--- src/design/tdpt_pkg.sv ---
// Shared types and constants for the trial-division prime test.
// Used by the front, queue, back and top-level modules; depends on nothing.

package tdpt_pkg;

	// Smallest odd trial divisor and the only even prime
	localparam int FIRST_DIVISOR = 3;
	localparam int EVEN_PRIME    = 2;

	// Entries in the queue between front and back
	localparam int QUEUE_DEPTH = 2;

	// Classification made by the front end
	typedef enum logic [1:0] {
		CLS_NOT_PRIME,
		CLS_PRIME,
		CLS_TRIAL
	} cls_t;

	// Back-end sequencer states
	typedef enum logic [1:0] {
		BK_IDLE,
		BK_CHECK,
		BK_DIV
	} bk_state_t;

	// Handshake between a producer and a queue
	typedef struct packed {
		logic push;
		logic full;
	} push_hs_t;

endpackage

--- src/design/tdpt_back.sv ---
// Back end: runs trial division with a bit-serial remainder unit and holds the result.
// Depends on tdpt_pkg for class and state types and constants.

module tdpt_back #(
	parameter int NUMBER_WIDTH = 32
) (
	input  logic                    clk,
	input  logic                    arst_n,
	input  logic                    q_empty,
	output logic                    q_pop,
	input  logic [NUMBER_WIDTH-1:0] q_value,
	input  tdpt_pkg::cls_t          q_cls,
	input  logic                    pop,
	output logic                    empty,
	output logic [NUMBER_WIDTH-1:0] tested_value,
	output logic                    is_prime
);

	localparam int DW = NUMBER_WIDTH / 2 + 1;   // divisor width
	localparam int SW = NUMBER_WIDTH + 1;       // divisor-squared width
	localparam int CW = $clog2(NUMBER_WIDTH);   // bit counter width

	tdpt_pkg::bk_state_t     state_q;
	tdpt_pkg::bk_state_t     state_d;
	logic [NUMBER_WIDTH-1:0] n_q;
	logic [DW-1:0]           d_q;
	logic [SW-1:0]           sq_q;
	logic [DW-1:0]           rem_q;
	logic [CW-1:0]           cnt_q;
	logic                    res_valid_q;
	logic [NUMBER_WIDTH-1:0] res_value_q;
	logic                    res_prime_q;
	logic                    slot_free;
	logic                    res_wr;
	logic                    res_prime;
	logic [DW:0]             rem_sh;
	logic [DW:0]             rem_sub;
	logic [DW-1:0]           rem_next;

	assign slot_free = !res_valid_q || pop;

	// One restoring-division step: shift in the next dividend bit
	assign rem_sh   = {rem_q, n_q[cnt_q]};
	assign rem_sub  = rem_sh - {1'b0, d_q};
	assign rem_next = (rem_sh >= {1'b0, d_q}) ? rem_sub[DW-1:0] : rem_sh[DW-1:0];

	// Sequence: fetch, check bound, divide
	always_comb begin
		state_d   = state_q;
		q_pop     = 1'b0;
		res_wr    = 1'b0;
		res_prime = 1'b0;
		case (state_q)
			tdpt_pkg::BK_IDLE: begin
				if (!q_empty && slot_free) begin
					q_pop = 1'b1;
					if (q_cls == tdpt_pkg::CLS_TRIAL) begin
						state_d = tdpt_pkg::BK_CHECK;
					end else begin
						res_wr    = 1'b1;
						res_prime = q_cls == tdpt_pkg::CLS_PRIME;
					end
				end
			end
			tdpt_pkg::BK_CHECK: begin
				if (sq_q > {1'b0, n_q}) begin
					res_wr    = 1'b1;
					res_prime = 1'b1;
					state_d   = tdpt_pkg::BK_IDLE;
				end else begin
					state_d = tdpt_pkg::BK_DIV;
				end
			end
			tdpt_pkg::BK_DIV: begin
				if (cnt_q == '0) begin
					if (rem_next == '0) begin
						res_wr  = 1'b1;
						state_d = tdpt_pkg::BK_IDLE;
					end else begin
						state_d = tdpt_pkg::BK_CHECK;
					end
				end
			end
			default: begin
				state_d = tdpt_pkg::BK_IDLE;
			end
		endcase
	end

	always_ff @(posedge clk or negedge arst_n) begin
		if (!arst_n) begin
			state_q <= tdpt_pkg::BK_IDLE;
		end else begin
			state_q <= state_d;
		end
	end

	// Divisor, square and remainder datapath
	always_ff @(posedge clk) begin
		case (state_q)
			tdpt_pkg::BK_IDLE: begin
				n_q  <= q_value;
				d_q  <= DW'(tdpt_pkg::FIRST_DIVISOR);
				sq_q <= SW'(tdpt_pkg::FIRST_DIVISOR * tdpt_pkg::FIRST_DIVISOR);
			end
			tdpt_pkg::BK_CHECK: begin
				rem_q <= '0;
				cnt_q <= CW'(NUMBER_WIDTH - 1);
			end
			tdpt_pkg::BK_DIV: begin
				rem_q <= rem_next;
				cnt_q <= cnt_q - 1'b1;
				if (cnt_q == '0) begin
					// (d + 2)^2 = d^2 + 4d + 4
					d_q  <= d_q + DW'(2);
					sq_q <= sq_q + SW'({d_q, 2'b00}) + SW'(4);
				end
			end
			default: begin
				rem_q <= rem_q;
			end
		endcase
	end

	// Result slot: fill on completion, drop on pop
	always_ff @(posedge clk or negedge arst_n) begin
		if (!arst_n) begin
			res_valid_q <= 1'b0;
		end else if (res_wr) begin
			res_valid_q <= 1'b1;
		end else if (pop) begin
			res_valid_q <= 1'b0;
		end
	end

	always_ff @(posedge clk) begin
		if (res_wr) begin
			res_value_q <= (state_q == tdpt_pkg::BK_IDLE) ? q_value : n_q;
			res_prime_q <= res_prime;
		end
	end

	assign empty        = !res_valid_q;
	assign tested_value = res_value_q;
	assign is_prime     = res_prime_q;

`ifndef ASSERT_OFF
	a_div_odd: assert property (@(posedge clk) disable iff (!arst_n)
		(state_q == tdpt_pkg::BK_CHECK || state_q == tdpt_pkg::BK_DIV) |-> d_q[0])
		else $error("trial divisor is even");
	a_rem_bound: assert property (@(posedge clk) disable iff (!arst_n)
		(state_q == tdpt_pkg::BK_DIV) |-> (rem_q < d_q))
		else $error("partial remainder not below divisor");
	a_slot_free: assert property (@(posedge clk) disable iff (!arst_n)
		res_wr |-> slot_free)
		else $error("result overwritten before delivery");
	a_busy_empty: assert property (@(posedge clk) disable iff (!arst_n)
		(state_q == tdpt_pkg::BK_CHECK) |-> !res_valid_q)
		else $error("test running with a result still waiting");
`endif

endmodule

--- config.mk ---
export PLATFORM = sky130hd
export DESIGN_NAME = tdpt_back
export DESIGN_NICKNAME = d
export VERILOG_FILES = /design/src/design/tdpt_pkg.sv /design/src/design/tdpt_back.sv
export SDC_FILE = /design/constraint.sdc
export NUM_CORES = 1
export LEC_CHECK = 0
export BUFFER_PORTS_ARGS = -buffer_cell sky130_fd_sc_hd__buf_2
export CORE_UTILIZATION = 50
export DETAILED_ROUTE_END_ITERATION = 10
export PLACE_DENSITY = 0.75
export SYNTH_ARGS = -nofsm -noshare
export SYNTH_HDL_FRONTEND = slang
export SYNTH_SLANG_ARGS = --single-unit
--- constraint.sdc ---
create_clock -name clk -period 4.65 [get_ports clk]
set_input_delay 0.2325 -clock clk [delete_from_list [all_inputs] [get_ports clk]]
set_output_delay 0.2325 -clock clk [all_outputs]
set_load 0.02 [all_outputs]
==> results of run 1 <==
area by class of cell:
type | count | share of cell area, %
flip-flops and latches | 136 | 38.1
multi-input cells | 618 | 43.8
well taps | 216 | 2.75
clock buffers | 19 | 4.62
repair buffers | 95 | 6.49
inverters | 71 | 2.71
clock inverters | 13 | 1.55
final timing paths:
kind,start,endpoint,cells after the start
max,cnt_q[2],is_prime,20
min,q_value[28],n_q[28],3
max reg2reg,cnt_q[2],is_prime,20
min reg2reg,state_q[1],state_q[1],2
max in group asynchronous,arst_n,state_q[1],2
min in group asynchronous,arst_n,state_q[0],2
sequential cells by signal, summed over array words and instances (netlist names):
register,cells
d_q,16
sq_q,30
state_q,2
cnt_q,5
res_valid_q,1
is_prime,1
n_q,32
tested_value,32
rem_q,17
stage by stage:
step           instances  worst slack [ps]
6_report            1168              -110
5_1_grt             1168              -241
4_1_cts             1158              2.33
3_5_place_dp        1125              35.5
3_3_place_gp        1125               101
2_1_floorplan        849               127
routing by layer:
layer  part of all wire [%]  wire [um]
met1                     45       8570
met4                    2.2        426
met3                    5.4       1040
met5                      0          0
met2                     48       9090
tightest hold or removal path, cell delays in order:
cell	delay, ps
buf_2	80
nand2_1	40
o21ai_0	80
cell usage in the layout, fill, tap and decap left out, types with 4 or more instances in the layout:
master and n:
a211oi_1 9, a21boi_0 4, a21o_1 23, a21oi_1 48
a22oi_1 8, a31oi_1 6, and2_1 8, and3_1 7
buf_2 72, buf_4 14, clkbuf_16 22, dfxtp_1 32
edfxtp_1 101, ha_1 83, inv_1 69, inv_6 7
mux2i_1 26, nand2_1 89, nand2b_1 6, nand3_1 24
nand4_1 8, nor2_1 60, nor2b_1 7, nor3_1 25
nor3b_1 6, o21a_1 6, o21ai_0 58, or3_1 6
xnor2_1 32, xor2_1 12
cells by family after synthesis:
logic type / Yosys count / synth area share (%)
flip-flops: 136 / 44.7
AO/OA/AOI/OAI: 195 / 14.6
AND/OR/NAND/NOR: 262 / 14.7
XOR/XNOR: 45 / 4.70
adder cells (fa/ha/maj): 86 / 13.0
buffers and inverters: 95 / 4.61
multiplexers: 30 / 3.63
what timing repair did:
action / in CTS / in global routing
endpoints found under the hold margin: 3 / 0
gates resized for setup: 0 / 9
hold buffers: 1 / 0
buffers inserted: 0 / 4
endpoints found under the setup margin: 0 / 33
==> flow_summary.json, run 1 <==
{
  "status": "complete, but fails checks",
  "violations": "setup timing",
  "insertion_delay_ps": 430,
  "dp_hpwl_mm": 13.6,
  "hold_path_class": "input port to register",
  "antenna_found_initial": 0,
  "initial_core_util_pct": 52.0,
  "synthArstFlopShare_pct": 2.21,
  "grt_pass1_wl_mm": 30.1,
  "setup_viol": 33,
  "place_area_sq_mm": 0.00902,
  "first_global_vias": 6264,
  "insertedDiodeCount": 0,
  "finalInstanceArea_sq_mm": 0.00984,
  "root_buffer": "clkbuf_16",
  "postRouteAntennaNets": 0,
  "finalClockSkew_ps": 10.5,
  "drt-initial-drc-count": 450,
  "detailroute.via_count": 6547,
  "cp-end-kind": "register",
  "wl_per_cell_um": 16.4,
  "tightest_slew_ps": 886,
  "drc": 0,
  "grt_util_met3_pct": 4.28,
  "routed_via_density": 5.61,
  "ys.flop_type": "edfxtp_1",
  "slew_violations": 0,
  "regArea_sq_mm": 0.00375,
  "worst-path-max-fanout": 8,
  "area_growth_pct": 17.3,
  "multi_input_area_sq_mm": 0.00431,
  "worstPathRequired_ps": 4790,
  "drt-pass1-iter-count": 5,
  "fill_cells": 1272,
  "regToRegSetupSlack_ps": -110,
  "cpPeakStageDelay_ps": 550,
  "synthTopCellsByArea": "edfxtp_1, ha_1, dfxtp_1",
  "clkSinkCount": 136,
  "synth_top_area_cell": "edfxtp_1",
  "crit_path_start_kind": "register",
  "syn_nets": 973,
  "nets": 1063,
  "use_met1_pct": 27.8,
  "synth_top_cell_area_share_pct": 36.2,
  "grtUsageTotal_pct": 22.0,
  "max-slew-margin-rel_pct": 40.5,
  "grt_overflow": 0,
  "synth-seq-cells": 136,
  "layout-drive-gt1-share_pct": 16.0,
  "synth_area_sq_mm": 0.00839,
  "synth_cells": 849,
  "crit_family": "simple AND/OR/NAND/NOR gates",
  "io_buffers": 72,
  "synth.distinct_cells": 68,
  "tns_ps": -3300,
  "cp_slowest_cell": "or4b_4",
  "crit_arrival_ps": 4900,
  "place.gp.congestion": 0.859,
  "h-tree-depth": 4,
  "core-area_sq_mm": 0.0161,
  "clkTransAtPathRegs_ps": 60,
  "yosys_warnings": 0,
  "routed_wl_mm": 19.1,
  "ys_seq_area_share_pct": 44.7,
  "fmax_mhz": 210,
  "min_period_ps": 4760,
  "fp.dieW_um": 132,
  "synth_commonest_cells": "edfxtp_1, nand2_1, ha_1",
  "yosysMostFrequentCell": "edfxtp_1",
  "cts_tree": "built",
  "clockBufferDepth": 2,
  "avgSynthCellArea_sq_um": 9.88,
  "numCtsBuffers": 17,
  "synth_edf_count": 101,
  "hold_viol": 0,
  "grtUsageMet2_pct": 37.3,
  "setup_ws_ps": -110,
  "cp_cell_sequence": "buf_4 -> clkbuf_16 -> mux2i_1 -> a22oi_1 -> nand3_1 -> a21boi_2 -> nor2_4 -> inv_2 -> fa_2 -> a21o_1 -> nand2_1 -> nand2_1 -> a21oi_2 -> xnor2_2 -> or4_1 -> or4b_4 -> o41ai_4 -> and4b_2 -> a21o_4 -> clkbuf_16",
  "cp_num_buf_inv": 4,
  "maxCapViolations": 0,
  "rsz0062_at_grt": "true",
  "ios": 73,
  "die_h_um": 132,
  "grt_max_degree": 62,
  "fin_util_pct": 61.0,
  "holdWs_ps": 40.1,
  "crit_type": "register to register",
  "rows": 46,
  "busiest_layer": "met2",
  "min_period_over_period_pct": 102,
  "die_area_sq_mm": 0.0173
}
Power of run 1 is not shown: default switching activity piles up to over one toggle a cycle in this logic, so the estimate is an artifact.
==> inputs of run 2 (changes only) <==
--- a/config.mk
+++ b/config.mk
@@ -5,6 +5,7 @@
 export SDC_FILE = /design/constraint.sdc
 export NUM_CORES = 1
 export LEC_CHECK = 0
+export ABC_AREA = 1
 export BUFFER_PORTS_ARGS = -buffer_cell sky130_fd_sc_hd__buf_2
 export CORE_UTILIZATION = 50
 export DETAILED_ROUTE_END_ITERATION = 10
==> run 2 against run 1 <==
  * The run now ends clean
  * Highest routed layer unchanged
  * Synthesized cell count up 20%
  * Design area down 1.8%
  * Routed wire length up 8.5%
  * Core utilization down 2.6 points
==> flow_summary.json, run 2 <==
{
  "clockBufferDepth": 2,
  "synth_commonest_cells": "nand2_1, inv_1, edfxtp_1",
  "grt_overflow": 0,
  "crit_arrival_ps": 4330,
  "yosys_warnings": 0,
  "clkSinkCount": 136,
  "first_global_vias": 6811,
  "yosysMostFrequentCell": "nand2_1",
  "h-tree-depth": 4,
  "area_growth_pct": 14.6,
  "status": "finished, final reports clean",
  "rsz0062_at_grt": "false",
  "numCtsBuffers": 17,
  "max-slew-margin-rel_pct": 48.7,
  "grtUsageTotal_pct": 24.9,
  "routed_wl_mm": 20.8,
  "cts_tree": "built",
  "min_period_over_period_pct": 90.4,
  "maxCapViolations": 0,
  "drc": 0,
  "clkTransAtPathRegs_ps": 70,
  "setup_viol": 0,
  "crit_type": "register to register",
  "grt_max_degree": 67,
  "hold_viol": 0,
  "nets": 1228,
  "worst-path-max-fanout": 33,
  "detailroute.via_count": 7247,
  "synth-seq-cells": 136,
  "crit_path_start_kind": "register",
  "dp_hpwl_mm": 15.4,
  "synth_cells": 1022,
  "final_common_cell": "nand2_1",
  "place.gp.congestion": 0.896,
  "initial_core_util_pct": 51.0,
  "root_buffer": "clkbuf_16",
  "regArea_sq_mm": 0.00375,
  "insertedDiodeCount": 0,
  "rows": 47,
  "tightest_slew_ps": 769,
  "drt-pass1-iter-count": 6,
  "ys_seq_area_share_pct": 44.5,
  "min_period_ps": 4200,
  "cpPeakStageDelay_ps": 470,
  "layout-drive-gt1-share_pct": 12.1,
  "cp_slowest_cell": "edfxtp_1",
  "drt-initial-drc-count": 486,
  "fp.dieW_um": 132,
  "die_h_um": 132,
  "ys.flop_type": "edfxtp_1",
  "antenna_found_initial": 0,
  "synth_top_cell_area_share_pct": 36.0,
  "die_area_sq_mm": 0.0174,
  "insertion_delay_ps": 430,
  "grt_pass1_wl_mm": 33.9,
  "synthTopCellsByArea": "edfxtp_1, ha_1, nand2_1",
  "postRouteAntennaNets": 0,
  "core-area_sq_mm": 0.0165,
  "slew_violations": 0,
  "syn_nets": 1146,
  "fill_cells": 1452,
  "multi_input_area_sq_mm": 0.00411,
  "final_cell_mix": "nand2_1, inv_1, edfxtp_1",
  "synth_area_sq_mm": 0.00843,
  "crit_path_frequent_cell": "nand2_1",
  "synth_edf_count": 101,
  "routed_via_density": 5.42,
  "avgSynthCellArea_sq_um": 8.25,
  "synthArstFlopShare_pct": 2.21,
  "wl_per_cell_um": 15.5,
  "hold_path_class": "input port to register",
  "synth.distinct_cells": 40,
  "fmax_mhz": 238,
  "worstPathRequired_ps": 4780,
  "io_buffers": 72,
  "synth_top_area_cell": "edfxtp_1",
  "ios": 73,
  "tns_ps": 0,
  "cp-end-kind": "register",
  "finalClockSkew_ps": 10.1
}
-- run 2: cell count changes in the layout (fill, tap and decap cells not counted), moves of 7 or more --
cell | previous run | this run
xnor2_1 | 32 | 2
a22oi_1 | 8 | 0
nor2b_1 | 7 | 0
and2_1 | 8 | 0
inv_1 | 69 | 123
nand2_1 | 89 | 251
a21oi_1 | 48 | 96
nand3_1 | 24 | 69
o21ai_0 | 58 | 75
xor2_1 | 12 | 4
nor2_1 | 60 | 78
a21o_1 | 23 | 2
nor3_1 | 25 | 13
mux2i_1 | 26 | 0
-- run 2: layout make-up --
class | instances | area share (%)
inverters | 129 | 5.01
repair buffers | 84 | 4.82
clock buffers | 17 | 4.41
multi-input cells | 736 | 42.5
well taps | 220 | 2.85
flip-flops and latches | 136 | 38.8
clock inverters | 15 | 1.54
-- run 2: worst paths after layout --
| check | start | to | slack [ps] | cells past startpoint |
|---|---|---|---|---|
| min | q_value[2] | n_q[2] | 20 | 3 |
| max | cnt_q[2] | tested_value[29] | 450 | 28 |
| min in group asynchronous | arst_n | res_valid_q | 120 | 2 |
| min reg2reg | n_q[0] | n_q[0] | 510 | 2 |
| max reg2reg | cnt_q[2] | tested_value[29] | 450 | 28 |
| max in group asynchronous | arst_n | state_q[0] | 4430 | 2 |
-- run 2: worst max-delay path, delay by kind of cell (launching register included) --
family | cells | cell delay (ps)
simple gates | 23 | 2290
fa+ha+maj | 1 | 450
flops | 1 | 470
buf+inv | 4 | 670
-- run 2: through the flow --
step                cells  setup slack [ps]  instance area (sq um)  util [%]  hold WS [ps]
floorplan            1022               747                   8430         -         -63.1
global placement     1300               521                   9030      54.7          27.6
detailed placement   1300               426                   9030      54.7          28.4
CTS                  1333               388                   9620      58.2          16.4
global route         1337              26.2                   9660      58.4          24.7
finish               1337               446                   9660      58.4          19.3
-- run 2: cells by family (layout without fill, tap and decap cells) --
family	after synthesis	in the layout	synth area share (%)
buf+inv	150	245	7.04
flops	136	136	44.5
compound gates	197	197	12.5
xor+xnor	6	6	0.624
fa+ha+maj	86	86	12.9
simple gates	447	447	22.4
-- run 2: metal layers --
metal / wire [um] / GRT usage, %
met5: 0 / 0
met4: 588 / 10.5
met3: 986 / 4.23
met2: 9500 / 40.1
met1: 9680 / 33.1
-- run 2: timing repair --
action	in CTS	in global routing
hold endpoints to repair	3	0
endpoints found under the setup margin	0	33
hold buffers	1	0
setup buffers	0	4
resized for setup	0	1
Power of run 2 is left out for the same reason.
==> inputs of run 3 (changes only) <==
--- a/config.mk
+++ b/config.mk
@@ -5,11 +5,12 @@
 export SDC_FILE = /design/constraint.sdc
 export NUM_CORES = 1
 export LEC_CHECK = 0
-export ABC_AREA = 1
 export BUFFER_PORTS_ARGS = -buffer_cell sky130_fd_sc_hd__buf_2
-export CORE_UTILIZATION = 50
+export CELL_PAD_IN_SITES_DETAIL_PLACEMENT = 0
+export CELL_PAD_IN_SITES_GLOBAL_PLACEMENT = 2
+export CORE_UTILIZATION = 35
 export DETAILED_ROUTE_END_ITERATION = 10
-export PLACE_DENSITY = 0.75
+export PLACE_DENSITY = 0.8
 export SYNTH_ARGS = -nofsm -noshare
 export SYNTH_HDL_FRONTEND = slang
 export SYNTH_SLANG_ARGS = --single-unit
==> run 3 against run 2 <==
  * Hold slack improved by 22 ps
  * Non-clock buffer count rose by 11
  * Clock skew fell by 0.71 ps
  * Worst setup slack got worse by 450 ps
  * Critical path type unchanged
==> flow_summary.json, run 3 (synthesis gave the netlist of run 1 again) <==
{
  "cpPeakStageDelay_ps": 560,
  "fp.dieW_um": 157,
  "wl_per_cell_um": 16.5,
  "maxCapViolations": 0,
  "fin_util_pct": 42.2,
  "dp_hpwl_mm": 15.5,
  "hold_viol": 0,
  "max-slew-margin-rel_pct": 33.7,
  "cts_tree": "built",
  "whs_path_depth": 3,
  "ios": 73,
  "grt_overflow": 0,
  "hold_path_class": "input port to register",
  "cp_cell_sequence": "buf_12 -> buf_6 -> mux2i_1 -> a22oi_1 -> nand3_1 -> a21oi_2 -> nor2_4 -> inv_2 -> fa_2 -> a21o_1 -> nand2_1 -> nand2_1 -> a21oi_2 -> xnor2_1 -> or4_1 -> or4b_4 -> o41ai_4 -> and4b_1 -> a21o_4 -> clkbuf_16",
  "drt-pass1-iter-count": 4,
  "crit_arrival_ps": 4780,
  "cp_num_buf_inv": 4,
  "postRouteAntennaNets": 0,
  "status": "finished, final reports clean",
  "crit_family": "simple AND/OR/NAND/NOR gates",
  "cp_slowest_cell": "or4b_4",
  "die_h_um": 157,
  "min_period_ps": 4650,
  "slew_violations": 0,
  "drt-initial-drc-count": 321,
  "cp-end-kind": "register",
  "final_common_cell": "edfxtp_1",
  "root_buffer": "clkbuf_16",
  "antenna_found_initial": 0,
  "detailroute.via_count": 6388,
  "place.gp.congestion": 0.809,
  "insertion_delay_ps": 420,
  "area_growth_pct": 18.2,
  "clockBufferDepth": 2,
  "routed_via_density": 5.03,
  "io_buffers": 72,
  "worstSetupPathDepth": 20,
  "drc": 0,
  "final_cell_mix": "edfxtp_1, nand2_1, ha_1",
  "grt_max_degree": 64,
  "crit_type": "register to register",
  "grt_pass1_wl_mm": 32.1,
  "tightest_slew_ps": 986,
  "clkTransAtPathRegs_ps": 70,
  "rsz0062_at_grt": "true",
  "worstPathRequired_ps": 4780,
  "crit_path_start_kind": "register",
  "clkSinkCount": 136,
  "layout-drive-gt1-share_pct": 16.0,
  "multi_input_area_sq_mm": 0.00431,
  "die_area_sq_mm": 0.0246,
  "min_period_over_period_pct": 100,
  "insertedDiodeCount": 0,
  "core-area_sq_mm": 0.0235,
  "nets": 1063,
  "finalClockSkew_ps": 9.42,
  "setup_viol": 0,
  "rr_worst_depth": 20,
  "grtUsageTotal_pct": 17.1,
  "rows": 56,
  "first_global_vias": 6061,
  "fmax_mhz": 215,
  "h-tree-depth": 4,
  "worst-path-max-fanout": 8,
  "numCtsBuffers": 17,
  "fill_cells": 2303,
  "regArea_sq_mm": 0.00375,
  "initial_core_util_pct": 35.7,
  "routed_wl_mm": 20.9
}
[run 3: worst min-delay path, delay by kind of cell]
| kind | cells | cell delay, ps |
|---|---|---|
| buffers and inverters | 1 | 80 |
| AOI/OAI and AO/OA | 1 | 80 |
| and+or+nand+nor | 1 | 40 |
[run 3: path summary, 6_finish.rpt]
path / slack (ps) / startpoint / to
setup / recovery: 1 / cnt_q[2] / tested_value[18]
hold / removal: 40 / q_value[27] / n_q[27]
setup reg to reg: 1 / cnt_q[2] / tested_value[18]
hold reg to reg: 560 / res_valid_q / res_valid_q
max in group asynchronous: 4410 / arst_n / res_valid_q
min in group asynchronous: 140 / arst_n / state_q[1]
[run 3: layer usage]
layer | wire length [um] | track usage (%) | vias to the layer above
met5 | 0 | 0 | -
met4 | 324 | 5.84 | 0
met3 | 685 | 2.58 | 19
met2 | 9620 | 27.8 | 128
met1 | 10300 | 23.2 | 2984
li1 | - | - | 3257
[run 3: per-stage QoR]
stage / hold slack, ps / TNS [ps] / instance area, sq um / worst slack [ps] / std cells
2_1_floorplan: -63.1 / 0 / 8390 / 127 / 849
3_3_place_gp: 30.0 / 0 / 9170 / 84.3 / 1230
3_5_place_dp: 30.0 / 0 / 9170 / 26.9 / 1230
4_1_cts: 22.8 / 0 / 9730 / 15.2 / 1263
5_1_grt: 53.8 / -6530 / 9910 / -216 / 1271
6_report: 41.5 / 0 / 9910 / 0.965 / 1271
[run 3: timing repair]
| item | CTS | global route |
|---|---|---|
| resized for setup | 0 | 10 |
| hold buffers | 1 | 0 |
| buffers inserted | 0 | 3 |
| endpoints found under the setup margin | 0 | 35 |
| hold endpoints to repair | 3 | 0 |
[run 3: cell type report]
cell class	count	area share (%)
multi-input cells	618	43.4
flip-flops and latches	136	37.8
repair buffers	95	6.44
clock buffers	17	4.29
well taps	319	4.03
inverters	71	2.69
clock inverters	15	1.30
Power of run 3 is left out for the same reason.
